File: config.mk
export PLATFORM = sky130hd
export DESIGN_NAME = smt_out
export DESIGN_NICKNAME = d
export VERILOG_FILES = /design/src/sv/shared_mapping_tracker_table_top_defines.svh /design/src/sv/smt_pkg.sv /design/src/sv/smt_out.sv
export SDC_FILE = /design/constraint.sdc
export NUM_CORES = 1
export LEC_CHECK = 0
export BUFFER_PORTS_ARGS = -buffer_cell sky130_fd_sc_hd__buf_2
export CORE_ASPECT_RATIO = 1.1
export CORE_MARGIN = 2
export CORE_UTILIZATION = 44
export DETAILED_ROUTE_END_ITERATION = 12
export PLACE_DENSITY_LB_ADDON = 0.05
export SLEW_MARGIN = 20
export SYNTH_ARGS = -nofsm -noshare
export SYNTH_HDL_FRONTEND = slang
export SYNTH_SLANG_ARGS = --single-unit
File: constraint.sdc
create_clock -name clk -period 4.15 [get_ports clk]
set_clock_uncertainty 0.05 [all_clocks]
set_input_delay 0.83 -clock clk [delete_from_list [all_inputs] [get_ports clk]]
set_output_delay 0.83 -clock clk [all_outputs]
set_load 0.01 [all_outputs]
File: src/sv/shared_mapping_tracker_table_top_defines.svh
// Assertion macros for the shared mapping tracker table.
// Used by the modules that assert; expect signals clk and rst in scope.
`ifndef SHARED_MAPPING_TRACKER_TABLE_TOP_DEFINES_SVH
`define SHARED_MAPPING_TRACKER_TABLE_TOP_DEFINES_SVH

// Check a condition at every clock edge outside reset.
`define SMT_ASSERT_NOW(lbl, cond, msg) \
  lbl: assert property (@(posedge clk) disable iff (rst) (cond)) else $error(msg);

// Check a consequence in the cycle after a trigger.
`define SMT_ASSERT_NEXT(lbl, ante, cons, msg) \
  lbl: assert property (@(posedge clk) disable iff (rst) (ante) |=> (cons)) else $error(msg);

`endif

File: src/sv/smt_pkg.sv
// Types, codes and constants of the shared mapping tracker table.
// No dependencies; imported by every module of the block but smt_ram.
package smt_pkg;

  localparam int TABLE_ENTRIES = 64;
  localparam int PAGE_SHIFT    = 12;
  localparam int IDX_W         = $clog2(TABLE_ENTRIES);
  localparam int CNT_W         = $clog2(TABLE_ENTRIES + 1);
  localparam int PAGE_W        = 20;

  typedef enum logic [1:0] {
    ACT_TRACK  = 2'd0,
    ACT_REVOKE = 2'd1,
    ACT_FORGET = 2'd2,
    ACT_UNMAP  = 2'd3
  } act_t;

  typedef enum logic [1:0] {
    ST_OK        = 2'd0,
    ST_BAD_ID    = 2'd1,
    ST_FULL      = 2'd2,
    ST_NOT_FOUND = 2'd3
  } status_t;

  typedef struct packed {
    logic [15:0] owner;
    logic [15:0] peer;
    logic [31:0] virt;
    logic [31:0] phys;
    logic [31:0] map_len;
  } entry_t;

  localparam int ENTRY_W = $bits(entry_t);

  typedef struct packed {
    status_t     status;
    logic [5:0]  slot_index;
    logic        unmap_valid;
    logic [15:0] unmap_peer;
    logic [31:0] unmap_virt_addr;
    logic [19:0] unmap_page_count;
    logic [6:0]  cleared_count;
    logic        last;
  } res_t;

  function automatic logic [PAGE_W-1:0] pages_of(input logic [31:0] nbytes);
    logic [31:0] sh;
    sh = nbytes >> PAGE_SHIFT;
    return sh[PAGE_W-1:0];
  endfunction

endpackage

File: src/sv/smt_out.sv
// Output register of the result channel.
// Depends on smt_pkg for the result word type.
module smt_out import smt_pkg::*; (
  input  logic clk,
  input  logic rst,
  input  logic push,
  input  res_t res,
  output logic out_free,
  output logic rsp_valid,
  input  logic rsp_ready,
  output res_t res_q
);

  assign out_free = !rsp_valid || rsp_ready;

  always_ff @(posedge clk) begin
    if (rst) begin
      rsp_valid <= 1'b0;
    end else if (out_free) begin
      rsp_valid <= push;
    end
  end

  always_ff @(posedge clk) begin
    if (push && out_free) begin
      res_q <= res;
    end
  end

endmodule

* Word-level counts from Yosys, hierarchy flattened *
Cells that the tools add are included.
W data, S select, Z words.

storage, ports and cells
  flip-flop bits (word level) = 86
  output and inout bits = 87

cells by class
  reduce and logical (&&, ||, !) cells = 3

operators with widths
  operator             number
  $logic_and A1 B1 Y1  1
  $logic_not A1 Y1     1
  $logic_or A1 B1 Y1   1

* Logic depth before layout (Yosys ltp) *
  depth in word-level cells = 3
  mapped depth = 2
  mapped depth without buffers = 2

* Worst setup path before layout *
Ideal clock, no wire load.

  path kind = input-to-reg
  start point = input rsp_ready
  end point = register res_q[0] (netlist name), enable pin
  setup time = 0.384 ns
  arrival = 1.651 ns
  setup slack = 2.065 ns
  cell stages on the path = 2
  path buffers = 0
  path through = nand2b_4 > and2_4

on the way
  longest elaborated chain between the ends = 2

RTL lines
  what                  RTL line       RTL
  start, declared       smt_out.sv:10  input logic rsp_ready,
  $logic_or A1 B1 Y1    smt_out.sv:14  assign out_free = !rsp_valid || rsp_ready;
  $logic_and A1 B1 Y1   smt_out.sv:25  if (push && out_free) begin
  end signal, assigned  smt_out.sv:26  res_q <= res;
  end, declared         smt_out.sv:11  output res_t res_q

Every way passes these cells.
A chain may end at the register's enable or synchronous reset.

* Worst setup path in the final report *
  start point = input rsp_ready
  end point = output out_free

on the way
  longest elaborated chain between the ends = 1

RTL lines
  what                RTL line       RTL
  $logic_or A1 B1 Y1  smt_out.sv:14
  end, declared       smt_out.sv:8   output logic out_free,

Every way passes these cells.

==> results.yml <==
detailed_routing:
  first_pass_iters: 4
  first_iter_violations: 33
  ant_nets: 0
  vias_per_cell: 4.22
  routedWlPerCell_um: 13.8
  drc: 0
  vias: 1511
  drt_wl_total_um: 4940
global_route:
  gr-max-usage-layer: "met2"
  antenna_found_initial: 0
  gr-total-overflow: 0
  grt_use_met1: 0.156
  first_global_vias: 1496
  met3_usage: 0.0688
  grt_max_degree: 86
  grt_pass1_wl_um: 7240
  grtUsageMet2: 0.259
  grt_usage: 0.154
cts:
  clkSinkCount: 86
  cts_tree: "yes"
  cts_buffer_depth: 2
  clkSlewWorstSetupHoldPaths_ns: 0.08
  htreeDepth: 3
  cts-root-buf: "clkbuf_8"
  post_cts_resize_count: 0
  cts_hold_buffers: 0
  insertion_delay_ns: 0.33
  postCtsSetupBuffers: 0
  cts_made_buffers: 9
hold_path:
  min_from: "rsp_valid"
  min_path_type: "register to register"
timing:
  fmax_mhz: 482
  slew_headroom: 0.318
  hold_violations: 0
  period_needed_ns: 2.08
  slew_viol_final: 0
  setup_tns_ns: 0
  rsz0062_at_grt: "no"
  final.period_utilization: 0.500
  setup_violations: 0
  worst_pin_slew_ns: 1.02
setup_path:
  crit_fanout: 3
  worstSetupStartpointType: "input port"
  crit_path_end_kind: "output pin"
  path_class: "input port to output pin"
  arrival_ns: 1.20
  cp-startpoint: "rsp_ready"
  required_ns: 3.27
  worstReg2RegStart: "rsp_valid"
yosys:
  synthesis.instances: 90
  ys_seq_elements: 86
  synth.distinct_cells: 6
  synth_area_um2: 2610
  synth.yosys.warnings: 0
  synth_nets: 179
  yosysSeqAreaShare: 0.987
  syn_avg_cell_area_um2: 29.0
final_layout:
  area_growth_pct: 44.2
  nets: 365
  layout.cells.most_common: "buf_2"
  final_core_util: 0.656
  drive_gt1_frac: 0.680
  final_cell_mix: "buf_2, edfxtp_1, clkbuf_8, clkinv_2, clkinv_1"
  antenna_cells: 0
  postLayoutCellArea_um2: 3760
floorplanning:
  ios: 176
  dieArea_um2: 6560
  initial_core_util: 0.455
  core_um2: 5730
  die_y_um: 84.7
  die_x_um: 77.4
  num_rows: 29
place:
  dpl_cell_area_um2: 3580
  routabilityCongestion: 0.701
  placement.io_buffers: 175
run_status:
  outcome: "completed"
power:
  irDropWorstVdd_mv: 0.258
  power_leakage_nw: 1.63
  power_density_nw_per_um2: 449
flow_run:
  maxCapViolCount: 0
## layout make-up
| class | count | area [um2] |
|---|---|---|
| inverter | 1 | 3.75 |
| fill | 444 | 1970 |
| sequential | 86 | 2570 |
| clock buffer | 10 | 128 |
| clock inverter | 6 | 52.6 |
| timing repair buffer | 175 | 876 |
| multi-input combinational | 3 | 31.3 |
| tap | 77 | 96.3 |
## cell usage after synthesis
library cell  number  area share
inv_1              1      0.0014
a21oi_2            1      0.0034
edfxtp_1          85        0.98
nand2b_4           1      0.0053
and2_4             1      0.0034
dfxtp_1            1      0.0077
## power by group
part / leakage, nW / internal (W) / switching [W]
registers: 0.831 / 0.00102 / 0.0000107
clock network: 0.0949 / 0.000271 / 0.000256
logic: 0.707 / 0.0000614 / 0.0000734
total: 1.63 / 0.00135 / 0.000340
## metal layers
layer	vias to the layer above	wire length, um
li1	730	-
met1	667	1600
met2	104	2640
met3	10	592
met4	0	108
met5	-	0
## stage by stage
stage / std cells / worst slack, ns / power (W) / hold WS (ns)
after global routing: 358 / 2.05 / 0.00175 / 0.483
final: 358 / 2.07 / 0.00169 / 0.452
after global placement: 342 / 1.81 / 0.00118 / 0.434
after detailed placement: 342 / 1.80 / 0.00118 / 0.446
after CTS: 358 / 2.07 / 0.00171 / 0.458
after floorplan: 90 / 2.06 / 0.00109 / 0.490
## sequential cells by signal, summed over array words and instances (netlist names)
name and flops:
rsp_valid 1, res_q 85
## cells by family after synthesis
family	synth area share
simple gates	0.00864
flops	0.987
compound gates	0.00336
buf+inv	0.00144
## path summary, 6_finish.rpt
| check | endpoint | slack [ns] | cells after the start |
|---|---|---|---|
| setup / recovery | out_free | 2.07 | 3 |
| hold / removal | rsp_valid | 0.45 | 2 |
| setup reg to reg | res_q[18] | 2.45 | 2 |
| hold reg to reg | rsp_valid | 0.45 | 2 |
## critical path, cell delays in order
cell	delay (ns)
buf_2	0.09
nand2b_4	0.14
buf_2	0.13
Note: power is estimated with default switching activity, not from simulation.
