[config.mk]
export PLATFORM = sky130hd
export DESIGN_NAME = smt_ram
export DESIGN_NICKNAME = d
export VERILOG_FILES = /design/src/sv/shared_mapping_tracker_table_top_defines.svh /design/src/sv/smt_ram.sv
export SDC_FILE = /design/constraint.sdc
export NUM_CORES = 1
export LEC_CHECK = 0
export BUFFER_PORTS_ARGS = -buffer_cell sky130_fd_sc_hd__buf_2
export CORE_UTILIZATION = 35
export CTS_CLUSTER_SIZE = 24
export DETAILED_ROUTE_END_ITERATION = 8
export HOLD_SLACK_MARGIN = 0.03
export SYNTH_ARGS = -nofsm -noshare
export SYNTH_HDL_FRONTEND = slang
export SYNTH_SLANG_ARGS = --single-unit
[constraint.sdc]
create_clock -name clk -period 3.6 [get_ports clk]
set_clock_uncertainty 0.1 [all_clocks]
set_input_delay 0.18 -clock clk [delete_from_list [all_inputs] [get_ports clk]]
set_output_delay 0.18 -clock clk [all_outputs]
set_load 0.02 [all_outputs]
[src/sv/shared_mapping_tracker_table_top_defines.svh]
// Assertion macros for the shared mapping tracker table.
// Used by the modules that assert; expect signals clk and rst in scope.
`ifndef SHARED_MAPPING_TRACKER_TABLE_TOP_DEFINES_SVH
`define SHARED_MAPPING_TRACKER_TABLE_TOP_DEFINES_SVH

// Check a condition at every clock edge outside reset.
`define SMT_ASSERT_NOW(lbl, cond, msg) \
  lbl: assert property (@(posedge clk) disable iff (rst) (cond)) else $error(msg);

// Check a consequence in the cycle after a trigger.
`define SMT_ASSERT_NEXT(lbl, ante, cons, msg) \
  lbl: assert property (@(posedge clk) disable iff (rst) (ante) |=> (cons)) else $error(msg);

`endif

[src/sv/smt_ram.sv]
// Generic simple dual-port RAM with registered read.
// No dependencies; holds the table entries.
module smt_ram #(
  parameter int WIDTH = 8,
  parameter int DEPTH = 16
) (
  input  logic                     clk,
  input  logic                     we,
  input  logic [$clog2(DEPTH)-1:0] waddr,
  input  logic [WIDTH-1:0]         wdata,
  input  logic [$clog2(DEPTH)-1:0] raddr,
  output logic [WIDTH-1:0]         rdata
);

  logic [WIDTH-1:0] mem [DEPTH];

  always_ff @(posedge clk) begin
    if (we) begin
      mem[waddr] <= wdata;
    end
    rdata <= mem[raddr];
  end

endmodule

=== Word level (Yosys, flattened, before mapping) ===
Memories as Yosys holds them, arrays and structs flattened. A register that Yosys moved wholly into a read port is not among the register bits.
Index checks and enable logic that the tools add are counted.
Widths: inputs -> output; s select.

* Flip-flop bits (word level): 0
* RAM bits: 128
* Bits of input ports: 18
* Output and inout port bits: 8
* Word-level logic and storage cells: 3
* Memories: 1

{| class="wikitable"
|+ Memory list
! name !! depth !! bits a word !! rd ports !! clocked after Yosys merged registers in !! write ports !! RTL line !! text
|-
| mem || 16 || 8 || 1 || 1 || 1 || smt_ram.sv:15 || <nowiki>logic [WIDTH-1:0] mem [DEPTH];</nowiki>
|}

* Muxes and demuxes: 2

{| class="wikitable"
|+ Operators by type and width
! operator !! number
|-
| $mux 1 || 2
|}

=== Depth between registers and ports, before layout ===
* Word-level depth: 2
* Mapped depth: 5
* Gate-level depth less buffers: 3

=== Worst setup path after synthesis ===
Ideal clock, no wire load.

* Path kind: input to register
* Start point: input port waddr[2]
* End point: memory mem[0][0] (enable)
* Arrival time: 1.290 ns
* Required time: 3.117 ns
* Slack: 1.827 ns
* Stages: 2
* Buffers on the path: 0
* Cells stage by stage: or3b_2 nor3_1

{| class="wikitable"
|+ RTL lines
! what !! RTL line !! text
|-
| start, declared || smt_ram.sv:9 || <nowiki>input logic [$clog2(DEPTH)-1:0] waddr,</nowiki>
|-
| end, declared || smt_ram.sv:15 ||
|}

No word-level cell before the write port.

=== Final worst setup path ===
* Start point: input port waddr[2]
* End point: memory mem[0][4] (enable)

No word-level cell before the write port.

==> reports/qor.yml <==
global_route:
  overflow: 0
  wire_length_of_the_first_global_routing_pass_um: 15200
  grtUsageTotal_pct: 14.9
  grt_start_max_net_pins: 33
  antenna_found_initial: 0
  first_global_vias: 2463
synth:
  synth_top_area_cell: "sky130_fd_sc_hd__edfxtp_1"
  mappedNetlistArea_um2: 5150
  synth.top_cells.by_area: "sky130_fd_sc_hd__edfxtp_1, sky130_fd_sc_hd__mux4_2, sky130_fd_sc_hd__mux4_1"
  synth.yosys.seq_area_share_pct: 77.8
  ys_ff_latch: 136
  synth_warnings: 0
  synth.top_cell.area_share_pct: 74.7
  syn_area_cell_um2: 22.5
  yosysUniqueCellTypes: 19
  synth.net_count: 247
  post_synth_inst_count: 229
layout:
  area_taken_by_multi_input_logic_gates_um2: 1070
  insertedDiodeCount: 0
  register_area_um2: 4000
  final-instance-count-excl-fill: 459
  final_layout_size_suffix_gt1_share_pct: 28.7
  layout.cells.most_common: "sky130_fd_sc_hd__edfxtp_1"
  area_growth_syn_to_layout_pct: 17.4
  stdcell_area_um2: 6040
  count_of_filler_cells_inserted_in_the_layout: 1231
  finish.net_count: 284
  layout_common_cells: "sky130_fd_sc_hd__edfxtp_1, sky130_fd_sc_hd__buf_2, sky130_fd_sc_hd__mux4_2, sky130_fd_sc_hd__clkbuf_16, sky130_fd_sc_hd__a22oi_1"
power:
  design_internal_power_mw: 2.90
  p_leak_nw: 2.00
  power.share.clock_pct: 46.9
  power.density_cell_area_nw_per_um2: 607
  seq_power_share_pct: 48.5
  vdd.ir_drop.worst_uv: 395
  switching_share_pct: 21.0
  combinational_power_share_pct: 4.6
  p_switching_mw: 0.769
placed_design:
  placed_cell_area_um2: 5440
  placed_cells: 427
  placer_s_final_routability_congestion_estimate: 0.733
  place_hpwl_um: 6230
  port_buffer_count: 25
route:
  drc: 0
  routed-via-count: 2340
  wl_per_cell_um: 22.0
  drt_pass_1_iters: 4
  totalWireLength_um: 10100
  antenna_left: 0
  drt_iter0_drc: 247
  drt-vias-per-instance: 5.10
clock_tree:
  clk_pin_slew_worst_paths_ns: 0.06
  post_cts_repair_setup_buffers: 0
  clk-insertion-delay-late_ns: 0.43
  tritoncts.num_buffers: 17
  cts_repair_resize_count: 0
  cts-htree-levels: 4
  cts_tree: "built"
  cts_hold_buf: 0
  cts_root_buffer: "sky130_fd_sc_hd__clkbuf_16"
  cts.path.max_buffers: 2
  cts.sink_count: 136
sta:
  layout_worst_path_cycle_share_pct: 47.3
  totalNegativeSetupSlack_ns: 0
  worst-slew-pin-transition_ns: 1.14
  slew-limit-headroom_pct: 23.8
  clock.fmax_mhz: 587
  rsz0062_at_grt: "false"
  timing.final.max_slew_violations: 0
  final-setup-viol-count: 0
  hold_violations: 0
  hold_ws_ns: 0.0383
  finalWorstPathRequiredPeriod_ns: 1.70
die:
  placement_rows: 43
  die_y_um: 123
  die-width_um: 123
  die-area_um2: 15200
  number_of_placed_i_o_pins: 26
  start_util_pct: 36.5
  core_region_area_um2: 14100
critical_path:
  crit_required_ns: 3.54
  worst_setup_path_end_kind: "flip-flop"
  path_class: "in -> reg"
  cp_data_arrival_time_ns: 1.64
  worst-path-max-fanout: 8
  cp_cell_sequence: "buf_2, or3b_2, nor3_1"
  max_stage_delay_ns: 0.83
  count_of_buffering_cells_on_the_critical_path_with_inverters_included: 1
  slowest_stage: "sky130_fd_sc_hd__nor3_1"
  cp_top_family: "simple AND/OR/NAND/NOR gates"
  cp-start-kind: "input port"
outcome:
  status: "complete, no violations"
flow_run:
  cap_viol_max_count: 0
worst_hold_path:
  hp-class: "in -> reg"
-- power groups by stage --
stage	logic (mW)	registers [mW]	clock network, mW
after global routing	0.183	1.78	1.81
final	0.169	1.78	1.72
after detailed placement	0.173	1.81	0
after floorplan	0.0899	1.82	0
after CTS	0.173	1.78	1.74
after global placement	0.170	1.81	0
-- stage by stage --
step	power, mW	worst slack [ns]	utilization, %
floorplan	1.91	1.83	-
global placement	1.98	1.56	38.6
detailed placement	1.99	1.48	38.6
CTS	3.69	1.91	42.9
global route	3.78	1.78	42.9
finish	3.67	1.90	42.9
-- final timing paths --
kind | cells after the start | endpoint | slack (ns) | start
setup / recovery | 3 | mem[0][4]$_DFFE_PP_ | 1.90 | waddr[2]
hold / removal | 1 | mem[14][4]$_DFFE_PP_ | 0.04 | wdata[4]
setup reg to reg | 3 | rdata[3]$_DFF_P_ | 2.09 | mem[1][3]$_DFFE_PP_
hold reg to reg | 3 | rdata[1]$_DFF_P_ | 0.58 | mem[15][1]$_DFFE_PP_
-- cell families after synthesis --
family,count (synthesis),share of synthesized area (%)
AND/OR/NAND/NOR,35,3.18
flip-flops,136,77.8
AO/OA/AOI/OAI,16,2.33
buffers and inverters,10,1.68
multiplexers,32,15.0
-- per-layer routing --
metal	vias up	wire [µm]	global-route usage, %
met2	74	4750	22.1
met1	1209	4630	21.3
met3	6	616	4.01
li1	1051	-	-
met5	-	0	0
met4	0	87	5.42
-- final cells by class --
cell class	count	share of cell area, %
Sequential cell	136	66.2
Clock inverter	12	2.38
Tap cell	180	3.73
Multi-Input combinational cell	83	17.7
Clock buffer	20	7.56
Timing Repair Buffer	28	2.44
-- cell usage after synthesis --
cell / count
sky130_fd_sc_hd__mux4_1: 14
sky130_fd_sc_hd__buf_6: 3
sky130_fd_sc_hd__and2_1: 1
sky130_fd_sc_hd__nor2_1: 13
sky130_fd_sc_hd__nand3_1: 1
sky130_fd_sc_hd__edfxtp_1: 128
sky130_fd_sc_hd__buf_4: 1
sky130_fd_sc_hd__nand2b_1: 2
sky130_fd_sc_hd__mux4_2: 18
sky130_fd_sc_hd__nor3_1: 4
sky130_fd_sc_hd__and2b_1: 1
sky130_fd_sc_hd__a22oi_1: 16
sky130_fd_sc_hd__buf_2: 3
sky130_fd_sc_hd__dfxtp_1: 8
sky130_fd_sc_hd__nand3b_1: 2
sky130_fd_sc_hd__clkdlybuf4s25_2: 3
sky130_fd_sc_hd__nand2_1: 9
sky130_fd_sc_hd__or3b_2: 1
sky130_fd_sc_hd__nor2b_1: 1
-- worst register-to-register path, cell delays in order, from the launching register on --
cell	delay (ns)
sky130_fd_sc_hd__edfxtp_1	0.37
sky130_fd_sc_hd__mux4_1	0.51
sky130_fd_sc_hd__a22oi_1	0.32
sky130_fd_sc_hd__nand2_1	0.09
-- flip-flops by register name, indices dropped and copies added (netlist names) --
| register | count |
|---|---|
| rdata | 8 |
| mem | 128 |
No activity file was read; power rests on OpenSTA's default activity.
