<file path="config.mk">
export PLATFORM = sky130hd
export DESIGN_NAME = smt_scan
export DESIGN_NICKNAME = d
export VERILOG_FILES = /design/src/sv/smt_pkg.sv /design/src/sv/smt_scan.sv
export VERILOG_INCLUDE_DIRS = /design/src /design/src/sv
export SDC_FILE = /design/constraint.sdc
export NUM_CORES = 1
export LEC_CHECK = 0
export ABC_AREA = 1
export BUFFER_PORTS_ARGS = -buffer_cell sky130_fd_sc_hd__buf_4
export CORE_AREA = 2 2 190 192
export DETAILED_ROUTE_END_ITERATION = 6
export DIE_AREA = 0 0 192 194
export HOLD_SLACK_MARGIN = 0.1
export PLACE_DENSITY = 0.71
export SYNTH_ARGS = -nofsm -noshare
export SYNTH_HDL_FRONTEND = slang
export SYNTH_SLANG_ARGS = --single-unit
export TNS_END_PERCENT = 100
</file>
<file path="constraint.sdc">
create_clock -name clk -period 19.4 [get_ports clk]
set_input_delay 3.88 -clock clk [delete_from_list [all_inputs] [get_ports clk]]
set_output_delay 3.88 -clock clk [all_outputs]
set_load 0.01 [all_outputs]
</file>
<file path="src/sv/shared_mapping_tracker_table_top_defines.svh">
// Assertion macros for the shared mapping tracker table.
// Used by the modules that assert; expect signals clk and rst in scope.
`ifndef SHARED_MAPPING_TRACKER_TABLE_TOP_DEFINES_SVH
`define SHARED_MAPPING_TRACKER_TABLE_TOP_DEFINES_SVH

// Check a condition at every clock edge outside reset.
`define SMT_ASSERT_NOW(lbl, cond, msg) \
  lbl: assert property (@(posedge clk) disable iff (rst) (cond)) else $error(msg);

// Check a consequence in the cycle after a trigger.
`define SMT_ASSERT_NEXT(lbl, ante, cons, msg) \
  lbl: assert property (@(posedge clk) disable iff (rst) (ante) |=> (cons)) else $error(msg);

`endif

</file>
<file path="src/sv/smt_pkg.sv">
// Types, codes and constants of the shared mapping tracker table.
// No dependencies; imported by every module of the block but smt_ram.
package smt_pkg;

  localparam int TABLE_ENTRIES = 64;
  localparam int PAGE_SHIFT    = 12;
  localparam int IDX_W         = $clog2(TABLE_ENTRIES);
  localparam int CNT_W         = $clog2(TABLE_ENTRIES + 1);
  localparam int PAGE_W        = 20;

  typedef enum logic [1:0] {
    ACT_TRACK  = 2'd0,
    ACT_REVOKE = 2'd1,
    ACT_FORGET = 2'd2,
    ACT_UNMAP  = 2'd3
  } act_t;

  typedef enum logic [1:0] {
    ST_OK        = 2'd0,
    ST_BAD_ID    = 2'd1,
    ST_FULL      = 2'd2,
    ST_NOT_FOUND = 2'd3
  } status_t;

  typedef struct packed {
    logic [15:0] owner;
    logic [15:0] peer;
    logic [31:0] virt;
    logic [31:0] phys;
    logic [31:0] map_len;
  } entry_t;

  localparam int ENTRY_W = $bits(entry_t);

  typedef struct packed {
    status_t     status;
    logic [5:0]  slot_index;
    logic        unmap_valid;
    logic [15:0] unmap_peer;
    logic [31:0] unmap_virt_addr;
    logic [19:0] unmap_page_count;
    logic [6:0]  cleared_count;
    logic        last;
  } res_t;

  function automatic logic [PAGE_W-1:0] pages_of(input logic [31:0] nbytes);
    logic [31:0] sh;
    sh = nbytes >> PAGE_SHIFT;
    return sh[PAGE_W-1:0];
  endfunction

endpackage

</file>
<file path="src/sv/smt_scan.sv">
// Walk controller: latches a request word, sweeps the table memory one entry
// a cycle unless stalled, builds result words. Needs smt_pkg and defines header.
`include "shared_mapping_tracker_table_top_defines.svh"

module smt_scan import smt_pkg::*; (
  input  logic             clk,
  input  logic             rst,
  input  logic             req_valid,
  output logic             req_ready,
  input  logic [1:0]       action,
  input  logic [15:0]      owner_id,
  input  logic [15:0]      peer_id,
  input  logic [31:0]      peer_virt_addr,
  input  logic [31:0]      phys_addr,
  input  logic [31:0]      map_bytes,
  input  entry_t           rdata,
  output logic [IDX_W-1:0] raddr,
  output logic             we,
  output logic [IDX_W-1:0] waddr,
  output entry_t           wdata,
  input  logic             out_free,
  output logic             push,
  output res_t             res
);

  typedef enum logic [2:0] {
    S_IDLE = 3'b001,
    S_SCAN = 3'b010,
    S_DONE = 3'b100
  } state_t;

  state_t                   state, state_next;
  logic [TABLE_ENTRIES-1:0] used, used_next;
  logic                     pend_valid, pend_valid_next;
  logic [IDX_W-1:0]         idx, idx_next;
  act_t                     act, act_next;
  logic [15:0]              owner, owner_next;
  logic [15:0]              peer, peer_next;
  logic [31:0]              virt, virt_next;
  logic [31:0]              phys, phys_next;
  logic [31:0]              map_len, map_len_next;
  logic                     bad, bad_next;
  logic                     match_found, match_found_next;
  logic [IDX_W-1:0]         match_idx, match_idx_next;
  logic                     free_found, free_found_next;
  logic [IDX_W-1:0]         free_idx, free_idx_next;
  logic [15:0]              pend_peer, pend_peer_next;
  logic [31:0]              pend_virt, pend_virt_next;
  logic [PAGE_W-1:0]        pend_pages, pend_pages_next;
  logic [CNT_W-1:0]         cnt, cnt_next;

  logic at_end, cur_used, hit_trk, hit_own, hit_peer, hit_unm, stall;

  assign at_end   = (idx == IDX_W'(TABLE_ENTRIES - 1));
  assign cur_used = used[idx];
  assign hit_peer = cur_used && (rdata.peer == peer);
  assign hit_own  = cur_used && (rdata.owner == owner);
  assign hit_trk  = hit_peer && (rdata.virt == virt) && (rdata.phys == phys);
  assign hit_unm  = hit_peer && (rdata.virt == virt);
  assign stall    = (state == S_SCAN) && (act == ACT_REVOKE) && hit_own &&
                    pend_valid && !out_free;

  assign req_ready = (state == S_IDLE);
  assign raddr     = idx_next;
  assign wdata     = '{owner: owner, peer: peer, virt: virt, phys: phys, map_len: map_len};

  always_comb begin
    state_next       = state;
    used_next        = used;
    pend_valid_next  = pend_valid;
    idx_next         = idx;
    act_next         = act;
    owner_next       = owner;
    peer_next        = peer;
    virt_next        = virt;
    phys_next        = phys;
    map_len_next     = map_len;
    bad_next         = bad;
    match_found_next = match_found;
    match_idx_next   = match_idx;
    free_found_next  = free_found;
    free_idx_next    = free_idx;
    pend_peer_next   = pend_peer;
    pend_virt_next   = pend_virt;
    pend_pages_next  = pend_pages;
    cnt_next         = cnt;
    push             = 1'b0;
    res              = '0;
    we               = 1'b0;
    waddr            = match_idx;

    case (state)
      S_IDLE: begin
        idx_next = '0;
        if (req_valid) begin
          act_next         = act_t'(action);
          owner_next       = owner_id;
          peer_next        = peer_id;
          virt_next        = peer_virt_addr;
          phys_next        = phys_addr;
          map_len_next     = map_bytes;
          match_found_next = 1'b0;
          free_found_next  = 1'b0;
          pend_valid_next  = 1'b0;
          cnt_next         = '0;
          case (act_t'(action))
            ACT_TRACK:  bad_next = (owner_id == 16'd0) || (peer_id == 16'd0);
            ACT_REVOKE: bad_next = (owner_id == 16'd0);
            default:    bad_next = (peer_id == 16'd0);
          endcase
          state_next = bad_next ? S_DONE : S_SCAN;
        end
      end

      S_SCAN: begin
        if (!stall) begin
          case (act)
            ACT_TRACK: begin
              if (hit_trk && !match_found) begin
                match_found_next = 1'b1;
                match_idx_next   = idx;
              end
              if (!cur_used && !free_found) begin
                free_found_next = 1'b1;
                free_idx_next   = idx;
              end
            end
            ACT_REVOKE: begin
              if (hit_own) begin
                // flush the previous hit; it is not the last one
                if (pend_valid) begin
                  push                 = 1'b1;
                  res.status           = ST_OK;
                  res.unmap_valid      = 1'b1;
                  res.unmap_peer       = pend_peer;
                  res.unmap_virt_addr  = pend_virt;
                  res.unmap_page_count = pend_pages;
                end
                pend_valid_next = 1'b1;
                pend_peer_next  = rdata.peer;
                pend_virt_next  = rdata.virt;
                pend_pages_next = pages_of(rdata.map_len);
                used_next[idx]  = 1'b0;
              end
            end
            ACT_FORGET: begin
              if (hit_peer) begin
                used_next[idx] = 1'b0;
                cnt_next       = cnt + CNT_W'(1);
              end
            end
            default: begin
              if (hit_unm && !pend_valid) begin
                pend_valid_next = 1'b1;
                pend_peer_next  = rdata.peer;
                pend_virt_next  = rdata.virt;
                pend_pages_next = pages_of(rdata.map_len);
                used_next[idx]  = 1'b0;
              end
            end
          endcase
          if (at_end) begin
            state_next = S_DONE;
          end else begin
            idx_next = idx + IDX_W'(1);
          end
        end
      end

      S_DONE: begin
        if (out_free) begin
          push            = 1'b1;
          res.last        = 1'b1;
          state_next      = S_IDLE;
          idx_next        = '0;
          pend_valid_next = 1'b0;
          if (bad) begin
            res.status = ST_BAD_ID;
          end else begin
            case (act)
              ACT_TRACK: begin
                if (match_found) begin
                  we             = 1'b1;
                  waddr          = match_idx;
                  res.status     = ST_OK;
                  res.slot_index = 6'(match_idx);
                end else if (free_found) begin
                  we                  = 1'b1;
                  waddr               = free_idx;
                  used_next[free_idx] = 1'b1;
                  res.status          = ST_OK;
                  res.slot_index      = 6'(free_idx);
                end else begin
                  res.status = ST_FULL;
                end
              end
              ACT_REVOKE: begin
                res.status = ST_OK;
                if (pend_valid) begin
                  res.unmap_valid      = 1'b1;
                  res.unmap_peer       = pend_peer;
                  res.unmap_virt_addr  = pend_virt;
                  res.unmap_page_count = pend_pages;
                end
              end
              ACT_FORGET: begin
                res.status        = ST_OK;
                res.cleared_count = 7'(cnt);
              end
              default: begin
                if (pend_valid) begin
                  res.status           = ST_OK;
                  res.unmap_valid      = 1'b1;
                  res.unmap_peer       = pend_peer;
                  res.unmap_virt_addr  = pend_virt;
                  res.unmap_page_count = pend_pages;
                end else begin
                  res.status = ST_NOT_FOUND;
                end
              end
            endcase
          end
        end
      end

      default: begin
        state_next = S_IDLE;
      end
    endcase
  end

  always_ff @(posedge clk) begin
    if (rst) begin
      state      <= S_IDLE;
      used       <= '0;
      pend_valid <= 1'b0;
      idx        <= '0;
    end else begin
      state      <= state_next;
      used       <= used_next;
      pend_valid <= pend_valid_next;
      idx        <= idx_next;
    end
  end

  always_ff @(posedge clk) begin
    act         <= act_next;
    owner       <= owner_next;
    peer        <= peer_next;
    virt        <= virt_next;
    phys        <= phys_next;
    map_len     <= map_len_next;
    bad         <= bad_next;
    match_found <= match_found_next;
    match_idx   <= match_idx_next;
    free_found  <= free_found_next;
    free_idx    <= free_idx_next;
    pend_peer   <= pend_peer_next;
    pend_virt   <= pend_virt_next;
    pend_pages  <= pend_pages_next;
    cnt         <= cnt_next;
  end

  `SMT_ASSERT_NOW(a_push_free, !push || out_free, "result word pushed into a full output")
  `SMT_ASSERT_NOW(a_idle_no_pend, (state != S_IDLE) || !pend_valid, "held hit left over in idle")
  `SMT_ASSERT_NOW(a_write_done, !we || ((state == S_DONE) && (act == ACT_TRACK)), "table write outside track finish")
  `SMT_ASSERT_NEXT(a_stall_hold, stall, $stable(idx) && (state == S_SCAN), "walk moved during stall")
  `SMT_ASSERT_NEXT(a_done_idle, (state == S_DONE) && out_free, state == S_IDLE, "finish did not return to idle")

endmodule

</file>
Word level (Yosys, flattened, before mapping)
Index checks and enable logic that the tools add are counted.
{"block": "word_totals", "elab_cells": 196, "inputBits": 262, "reg_bits": 294}
{"block": "classes", "reduce_logical": 39, "n_eq_ne": 31, "n_addsub": 2, "bitwise_logic": 5, "n_mux": 96, "magnitude_cmp": 4}
{"operator": "2-to-1 mux 64 bit", "n": 9}
{"operator": "2-to-1 mux 69 bit", "n": 5}
{"operator": "case mux 64 bit (3 select lines)", "n": 1}
{"operator": "case mux 69 bit (2 select lines)", "n": 1}
{"operator": "case mux 64 bit (2 select lines)", "n": 1}
{"operator": "2-to-1 mux 85 bit", "n": 1}
{"operator": "2-to-1 mux 82 bit", "n": 1}
{"operator": "2-to-1 mux 6 bit", "n": 12}
{"operator": "bitwise AND 64 bit", "n": 1}
{"operator": "== test 32 bit", "n": 2}
{"operator": "2-to-1 mux 32 bit", "n": 2}
{"operator": "inverter 64 bit", "n": 1}
{"operator": "bitwise OR 64 bit", "n": 1}
{"operator": "case mux 32 bit (2 select lines)", "n": 1}
{"operator": "2-to-1 mux 20 bit", "n": 2}
{"operator": "case mux 20 bit (2 select lines)", "n": 1}
{"operator": "2-to-1 mux 7 bit", "n": 5}
{"operator": "== test 16 bit", "n": 2}
{"operator": "logical NOT 16 bit", "n": 2}
{"operator": "2-to-1 mux 16 bit", "n": 2}
{"operator": "case mux 16 bit (2 select lines)", "n": 1}
{"operator": "2-to-1 mux 1 bit", "n": 27}
{"operator": "inequality test 2 bit, second input constant", "n": 11}
{"operator": "AND reduction 5 bit", "n": 4}
{"operator": "37 further kinds", "n": 81}

Depth between registers and ports, before layout
Gate-level depths: netlist (run 1).
{"block": "depth", "word_depth": 11, "ltp_mapped": 18}

Worst setup path after synthesis (run 1)
Ideal clock, no wire load.
{"block": "synth_path", "kind": "input to register", "startpoint": "in rdata[101] in the netlist's numbering", "endpoint": "reg pend_pages[0] (enable)", "t_required_ns": 18.804, "slack_ns": 8.891, "arrival_time_ns": 9.914, "stages": 8, "cell_sequence": "or2_2 -> a21oi_1 -> nand3_1 -> nor3_1 -> nand4_1 -> a21oi_1 -> inv_1 -> a211oi_1"}
{"block": "synth_via", "elab_chain_len": 6}
{"element": "from (decl)", "line": "smt_scan.sv:16", "rtl": "input entry_t rdata,"}
{"element": "== test 16 bit", "line": "smt_scan.sv:56", "rtl": "assign hit_peer = cur_used && (rdata.peer == peer);"}
{"element": "logical AND 1 bit", "line": "smt_scan.sv:56"}
{"element": "logical AND 1 bit", "line": "smt_scan.sv:59", "rtl": "assign hit_unm = hit_peer && (rdata.virt == virt);"}
{"element": "logical AND 1 bit", "line": "smt_scan.sv:153", "rtl": "if (hit_unm && !pend_valid) begin"}
{"element": "nonzero test 2 bit (no source line)"}
{"element": "AND reduction 5 bit (no source line)"}
{"element": "to (signal assigned)", "line": "smt_scan.sv:260", "rtl": "pend_pages <= pend_pages_next;"}
{"element": "to (decl)", "line": "smt_scan.sv:49", "rtl": "logic [PAGE_W-1:0] pend_pages, pend_pages_next;"}
Every way passes these cells.
A chain may end at the register's enable or synchronous reset.

Worst setup path in the final report (run 1)
{"block": "layout_path", "startpoint": "in rdata[116] in the netlist's numbering", "endpoint": "out raddr[5]"}
{"block": "layout_via", "elab_chain_len": 7}
{"element": "== test 16 bit", "line": "smt_scan.sv:57", "rtl": "assign hit_own = cur_used && (rdata.owner == owner);"}
{"element": "logical AND 1 bit", "line": "smt_scan.sv:57"}
{"element": "logical AND 1 bit (2 in a row)", "line": "smt_scan.sv:60", "rtl": "assign stall = (state == S_SCAN) && (act == ACT_REVOKE) && hit_own &&"}
{"element": "logical AND 1 bit", "line": "smt_scan.sv:61", "rtl": "pend_valid && !out_free;"}
{"element": "2-to-1 mux 6 bit", "line": "smt_scan.sv:116", "rtl": "if (!stall) begin"}
{"element": "case mux 6 bit (3 select lines)", "line": "smt_scan.sv:92", "rtl": "case (state)"}
{"element": "to (decl)", "line": "smt_scan.sv:17", "rtl": "output logic [IDX_W-1:0] raddr,"}
Every way passes these cells.

==> qor.txt, run 1 <==
cell taking the most area after synthesis = edfxtp_1
Max FO, Critical Path = 14
reg2reg path depth = 13
Hold Vio Cnt, Final = 0
Initial DRC Count = 1,097
clock sink count = 294
CP Cell Sequence = buf_4, xnor2_1, nand2_1, nor2_1, nand2_1, nor3_1, nand4_1, nand2_1, nand2_1, nand2_1, buf_4
commonest non-fill, non-tap cells in the layout = 488 x buf_4, 278 x nor2_1, 275 x nand2_1, 220 x edfxtp_1, 218 x inv_1
nets@finish = 2,352
Hold WS = 481 ps
CTS clk-pin slew, worst paths = 50 ps
number of setup buffers added after CTS = 0
switch share = 0.303
Power Total = 1.96 mW
total of max-cap violations = 0
Worst Tran Pin Value = 1120 ps
Peak VDD IR = 0.0000711 V
CP endpoint = raddr[5]
WS Path Type = primary input to primary output
synth top area cells = edfxtp_1 46%, dfxtp_1 10%, nor2_1 7.3%, nand2_1 7.2%, inv_1 5.7%
Crit path buffers/inverters = 2
dpl cell area = 18,300 µm²
most frequent CP cell = nand2_1
Synth Net Count = 1,882
vias in the first global route = 12,700
CP required = 15,520 ps
CTS max path bufs = 3
Setup crit end kind = primary output
# DRC = 0
Seq/Total Area, Yosys = 0.567
minimum clock period = 10,590 ps
crit path launch = rdata[116]
first-pass GRT wire length = 82,200 µm
slew margin rel. = 0.247
total track usage = 0.305
# IOs = 490
RSZ-0062 raised after global routing = false
clock share of power = 0.354
Die Y = 194 µm
Mapped Cells = 1,618
vias = 13,300
total wire length = 58,300 µm
Final Setup Violations = 0
part of the power in registers = 0.426
Max Slew Vio Count = 0
HPWL Detailed = 45,500 µm
placer congestion estimate = 0.967
Skew-Pair Late Insertion Delay = 530 ps
Final Util = 0.553
FF-to-FF Start = idx[0]
achievable clock frequency = 0.0945 GHz
CTS H-Tree Depth = 2
Synth Cell Area = 14,300 µm²
largest net degree at the start of global routing = 77
most common cell after layout, fill and taps aside = buf_4
Pre-antenna DRT Iters = 5
number of cells on the critical path = 11
cell area after layout = 19,500 µm²
Die Span X = 192 µm
Starting Density = 0.405
ratio of cells with drive above 1 in the final layout = 0.267
total gr overflow = 0
Core Region = 35,200 µm²
Switch Pwr = 594 µW
Post-Syn Area per Cell = 8.81 µm²
TritonCTS buffer count = 35
CTS resizes = 0
# rows = 69
Hold Crit Class = flop to flop
CTS root buffer = clkbuf_16
distinct cell type count after synthesis = 35
reg2reg setup slack = 14,650 ps
drt wl/cell = 22.6 µm
fin crit share = 0.546
startpoint types = primary input
Routed Antenna Nets = 0
die area = 37,200 µm²
initial antenna violation count = 4
slowest stage delay, CP = 850 ps
status = completed
family with the most delay on the worst path = simple AND/OR/NAND/NOR gates
reg2reg end = pend_virt[24]
layout overhead on the synthesized area = 36.6%
synth warn = 0
static leakage = 8.62 nW
Int Power = 1.36 mW
final setup TNS = 0 ps
Gate power share = 0.221
CTS tree = done
Slowest cell on crit path = nor3_1
cts-stage hold buffer count = 0
flops & latches, synth = 294
Cell Pwr Density = 101 nW/µm²
Yosys top cell area share = 0.463
Vias/cell = 5.17
Crit path arrival time = 6710 ps
Clock Skew = 16.0 ps
IO Port Bufs = 477
per-layer routing:
layer / up-vias / global-route usage / wire length (µm)
met4: 2 / 0.107 / 2140
met3: 97 / 0.103 / 7020
li1: 6289 / - / -
met2: 729 / 0.515 / 27900
met5: - / 0 / 13
met1: 6210 / 0.360 / 21200
final cells by class:
| class | instances | area [µm²] |
|---|---|---|
| diodes | 3 | 7.51 |
| flip-flops and latches | 294 | 8090 |
| clock inverters | 22 | 274 |
| clock buffers | 40 | 916 |
| multi-input cells | 1046 | 5100 |
| repair buffers | 488 | 3660 |
| inverters | 223 | 837 |
| well taps | 461 | 577 |
| fillers | 3213 | 15800 |
tightest hold or removal path, cell delays in order, from the launching register on:
cell	delay [ps]
dfxtp_1	320
nor2_1	40
nor2_1	80
state kept, by name, indices dropped and copies added, names as in the netlist, 7 cells and up:
register    cells
map_len        32
peer           16
owner          16
pend_virt      32
phys           32
pend_peer      16
used           64
cnt             7
pend_pages     20
virt           32
cell usage after synthesis:
library cell  instances
a211oi_1              3
a21oi_1              59
a22oi_1               7
a31oi_1               3
buf_2                19
buf_4                 6
clkbuf_1             30
dfxtp_1              74
edfxtp_1            220
ha_1                  2
inv_1               218
inv_2                 5
nand2_1             275
nand2_2               1
nand3_1              63
nand3_2               3
nand3b_1              1
nand4_1              63
nor2_1              279
nor2_2                2
nor2_4                3
nor3_1               26
nor3_2                2
nor3b_1               1
nor4_1               10
o2111ai_1             1
o211ai_1              3
o21ai_0             137
o21ai_1               7
o22ai_1               1
o2bb2ai_1             1
or2_2                 7
or4_1                 1
xnor2_1              66
xor2_1               19
power groups by stage:
| stage | Combinational [mW] | Sequential (mW) | Clock (mW) |
|---|---|---|---|
| 4_1_cts | 0.432 | 0.834 | 0.702 |
| 5_1_grt | 0.475 | 0.842 | 0.721 |
| 2_1_floorplan | 0.214 | 0.858 | 0 |
| 3_3_place_gp | 0.422 | 0.843 | 0 |
| 6_report | 0.432 | 0.834 | 0.693 |
| 3_5_place_dp | 0.429 | 0.846 | 0 |
how the worst min path moves through the flow:
stage / from / end / slack (ps) / depth (start not counted)
5_1_grt: used[4] / used[4] / 500 / 2
3_3_place_gp: used[59] / used[59] / 460 / 2
4_1_cts: used[20] / used[20] / 480 / 2
3_5_place_dp: used[27] / used[27] / 470 / 2
2_1_floorplan: idx[4] / free_idx[4] / 420 / 0
6_report: used[32] / used[32] / 480 / 2
per-stage QoR:
step                setup slack (ps)  cells
finish                          8810   2577
global route                    8520   2577
global placement                8890   2512
CTS                             8850   2574
floorplan                       8890   1618
detailed placement              8850   2512
kinds of logic (layout without fill, tap and decap cells):
group / Yosys count / count (layout) / synth area share
AO/OA/AOI/OAI: 222 / 222 / 0.0811
XOR/XNOR: 85 / 85 / 0.0522
adder cells (fa/ha/maj): 2 / 2 / 0.00176
buffers and inverters: 278 / 773 / 0.0765
flip-flops: 294 / 294 / 0.567
other: 0 / 3 / 0
AND/OR/NAND/NOR: 737 / 737 / 0.221
No activity file was read; power rests on OpenSTA's default activity.
==> inputs of run 2 (changes only) <==
PLACE_DENSITY = 0.73   (was 0.71)
clock period = 9.1 ns   (was 19.4 ns; I/O delays follow)
==> qor.txt, run 2 (same netlist as run 1, synthesis figures left out) <==
status = completed
die area = 37,200 µm²
ratio of cells with drive above 1 in the final layout = 0.269
CTS H-Tree Depth = 2
Non-Filler Instances = 2,577
Max FO, Critical Path = 14
CP required = 7280 ps
total wire length = 59,700 µm
nets@finish = 2,351
Starting Density = 0.405
Peak VDD IR = 0.000146 V
Hold Vio Cnt, Final = 0
Routed Antenna Nets = 0
TritonCTS buffer count = 35
fin crit share = 0.711
# DRC = 0
RSZ-0062 raised after global routing = false
most common cell after layout, fill and taps aside = buf_4
Int Power = 2.91 mW
Gate power share = 0.222
layout overhead on the synthesized area = 36.6%
CTS max path bufs = 3
dpl cell area = 18,300 µm²
Fillers = 3,123
switch share = 0.307
Hold Crit Class = flop to flop
IO Port Bufs = 477
final setup TNS = 0 ps
max reg flops = 64
Max Slew Vio Count = 0
placer congestion estimate = 0.920
Die Span X = 192 µm
Initial DRC Count = 1,301
slew margin rel. = 0.215
WS Path Type = primary input to primary output
Core Region = 35,200 µm²
vias in the first global route = 12,900
FF-to-FF Start = idx[0]
CTS resizes = 0
cell count after placement = 2,511
CTS root buffer = clkbuf_16
Cell Pwr Density = 216 nW/µm²
largest net degree at the start of global routing = 83
Power Total = 4.20 mW
Crit path arrival time = 4650 ps
Skew-Pair Late Insertion Delay = 530 ps
Pre-antenna DRT Iters = 6
total track usage = 0.313
total of max-cap violations = 0
CTS clk-pin slew, worst paths = 50 ps
total gr overflow = 0
drt wl/cell = 23.2 µm
clock sink count = 294
Worst Tran Pin Value = 1170 ps
achievable clock frequency = 0.155 GHz
# rows = 69
static leakage = 8.64 nW
CTS tree = done
crit path launch = rdata[126]
minimum clock period = 6470 ps
Multi-input gate area = 5100 µm²
number of setup buffers added after CTS = 0
part of the power in registers = 0.426
commonest non-fill, non-tap cells in the layout = 487 x buf_4, 278 x nor2_1, 275 x nand2_1, 220 x edfxtp_1, 218 x inv_1
Switch Pwr = 1.29 mW
startpoint types = primary input
worst hold start = used[40]
Final Setup Violations = 0
Largest Register = used
Vias/cell = 5.22
Clock Skew = 15.9 ps
initial antenna violation count = 4
Die Y = 194 µm
cts-stage hold buffer count = 0
area taken by flip-flops and latches = 8090 µm²
HPWL Detailed = 46,400 µm
vias = 13,500
Setup crit end kind = primary output
clock share of power = 0.353
cell area after layout = 19,500 µm²
first-pass GRT wire length = 83,800 µm
# IOs = 490
-- run 2: critical path, stage by stage --
cell	delay (ps)
buf_4	110
xor2_1	160
nor2_1	220
o211ai_1	130
nor3_1	770
nand4_1	730
nand2_1	360
nand2_1	100
nand2_1	100
buf_4	130
-- run 2: cell type report --
cell class                      instances  area share
Timing Repair Buffer                  487       0.188
Antenna cell                            2    0.000257
Sequential cell                       294       0.416
Clock inverter                         18      0.0120
Tap cell                              461      0.0296
Inverter                              223      0.0430
Clock buffer                           46      0.0497
Multi-Input combinational cell       1046       0.262
-- run 2: final timing paths --
path | end | slack, ps | cells after the start
setup reg to reg | pend_virt[25] | 4010 | 12
hold reg to reg | used[40] | 480 | 2
hold / removal | used[40] | 480 | 2
setup / recovery | raddr[5] | 2630 | 10
-- run 2: routing by layer --
metal	vias to the layer above	routed length, µm	track usage
met2	754	27600	0.514
li1	6275	-	-
met5	-	27	0
met4	4	2730	0.129
met1	6308	22000	0.374
met3	123	7430	0.106
-- run 2: per-stage QoR --
step	worst slack (ps)	hold slack, ps	util
finish	2630	481	0.553
detailed placement	2500	472	0.518
global route	2300	502	0.553
CTS	2500	484	0.553
global placement	2570	463	0.518
floorplan	651	420	-
-- run 2: power by group through the flow --
stage | Combinational (mW) | Sequential, mW | Clock (mW)
finish | 0.932 | 1.79 | 1.48
global route | 1.02 | 1.80 | 1.55
global placement | 0.908 | 1.81 | 0
CTS | 0.926 | 1.79 | 1.50
floorplan | 0.454 | 1.83 | 0
detailed placement | 0.922 | 1.81 | 0
==> inputs of run 3 (changes only) <==
ABC_AREA = 0   (was 1)
PLACE_DENSITY = 0.7   (was 0.73)
clock period = 5.4 ns   (was 9.1 ns; I/O delays follow)
==> qor.txt, run 3 <==
status = completed
Yosys top cell area share = 0.504
Post-Syn Area per Cell = 12.3 µm²
initial antenna violation count = 3
cell count after placement = 1,975
vias = 11,100
Core Region = 35,200 µm²
slowest stage delay, CP = 710 ps
CTS H-Tree Depth = 2
static leakage = 7.07 nW
slew margin rel. = 0.109
Worst Tran Pin Value = 1330 ps
CTS tree = done
clock sink count = 294
Mapped Cells = 1,066
Slowest cell on crit path = dfxtp_1
placer congestion estimate = 0.918
first-pass GRT wire length = 71,000 µm
Synth Net Count = 1,330
CTS root buffer = clkbuf_16
minimum clock period = 5050 ps
Crit path buffers/inverters = 3
CP required = 4320 ps
Die Y = 194 µm
RSZ-0062 raised after global routing = false
pre-CTS WS = 662 ps
Skew-Pair Late Insertion Delay = 530 ps
die area = 37,200 µm²
achievable clock frequency = 0.198 GHz
CP Cell Sequence = buf_4, nor2_1, a2111oi_0, nand3_1, and4_1, a21oi_4, a32oi_1, nor2b_4, buf_12, and2_1, buf_4
# IOs = 490
Seq/Total Area, Yosys = 0.618
Fillers = 3,072
Starting Density = 0.372
nets@finish = 1,815
Peak VDD IR = 0.000252 V
distinct cell type count after synthesis = 62
HPWL Detailed = 38,500 µm
TritonCTS buffer count = 35
Main synth FF type = edfxtp_1
total track usage = 0.263
fin crit share = 0.935
Initial DRC Count = 1,124
# DRC = 0
number of setup buffers added after CTS = 0
Final Setup Violations = 0
drt wl/cell = 24.7 µm
Vias/cell = 5.43
Non-Filler Instances = 2,039
max reg flops = 64
# rows = 69
Routed Antenna Nets = 0
layout overhead on the synthesized area = 40.5%
ratio of cells with drive above 1 in the final layout = 0.366
CTS resizes = 0
total wire length = 50,300 µm
final setup TNS = 0 ps
Setup crit end kind = primary output
Pre-antenna DRT Iters = 6
total gr overflow = 0
Max Slew Vio Count = 0
most common cell after layout, fill and taps aside = buf_4
Crit path arrival time = 3970 ps
Post-synth EDFFs = 220
Largest Register = used
largest net degree at the start of global routing = 84
synth top area cells = edfxtp_1 50%, dfxtp_1 11%, and2_1 3.9%, xor2_1 3.4%, xnor2_1 3.3%
min setup slack post-route = 352 ps
Hold Crit Class = flop to flop
CTS max path bufs = 3
Cell Pwr Density = 320 nW/µm²
Max FO, Critical Path = 69
cts-stage hold buffer count = 0
Synth top cells by count = 220 x edfxtp_1, 81 x and2_1, 74 x dfxtp_1
synth warn = 0
Synth Cell Area = 13,100 µm²
CTS clk-pin slew, worst paths = 50 ps
total of max-cap violations = 0
commonest non-fill, non-tap cells in the layout = 497 x buf_4, 220 x edfxtp_1, 80 x and2_1, 73 x dfxtp_1, 59 x nand2_1
asr flop ratio synth = 0
flops & latches, synth = 294
count leader, synth = edfxtp_1
family with the most delay on the worst path = compound AO/OA/AOI/OAI gates
Die Span X = 192 µm
startpoint types = flop
WS Path Type = flop to primary output
Hold Vio Cnt, Final = 0
most frequent CP cell = buf_4
vias in the first global route = 10,800
Clock Skew = 13.0 ps
IO Port Bufs = 477
cell taking the most area after synthesis = edfxtp_1
run 3: cell families after synthesis:
family,share of synthesized area
simple gates,0.179
flops,0.618
compound gates,0.0826
xor+xnor,0.0675
buf+inv,0.0245
mux,0.0272
fa+ha+maj,0.00191
run 3: metal layers:
metal  global-route usage  share of wire  up-vias
met1                0.326           0.38     5341
met5                    0              0        -
li1                     -              -     4945
met3               0.0833           0.11       88
met2                0.428           0.47      693
met4                0.100          0.037        0
run 3: through the flow:
step / hold WS, ps / instance area (µm²) / util / power, mW
floorplan: 420 / 13100 / - / 3.06
global placement: 472 / 17200 / 0.489 / 3.52
detailed placement: 478 / 17200 / 0.489 / 3.52
CTS: 489 / 18400 / 0.522 / 5.94
global route: 501 / 18400 / 0.523 / 6.09
finish: 489 / 18400 / 0.523 / 5.90
run 3: final cells by class:
cell class              instances  area [µm²]  area share
clock buffers                  45        1010      0.0549
repair buffers                500        3790       0.206
clock inverters                18         169     0.00918
multi-input cells             707        4720       0.256
well taps                     461         577      0.0313
inverters                      13        48.8     0.00265
diodes                          1        2.50    0.000136
flip-flops and latches        294        8090       0.439
run 3: worst paths after layout:
kind | startpoint | to | slack, ps | cells past startpoint
worst min register to register | used[48] | used[48] | 490 | 2
worst max register to register | idx[2] | used[53] | 1060 | 10
worst min-delay path | used[48] | used[48] | 490 | 2
worst max-delay path | idx[2] | res[10] | 350 | 11
run 3: worst reg2reg max path, delay by kind of cell (launching register included):
family	cells	cell delay (ps)
AOI/OAI and AO/OA	4	1890
buffers and inverters	2	700
DFF	1	710
muxes	2	590
and+or+nand+nor	2	320
run 3: power breakdown:
group          leakage [nW]  internal, mW  total, mW  switching, mW
combinational          3.84         0.352      0.755          0.403
clock                 0.585          1.46       2.41          0.947
sequential             2.65          2.61       2.73          0.123
total                  7.07          4.42       5.90           1.47
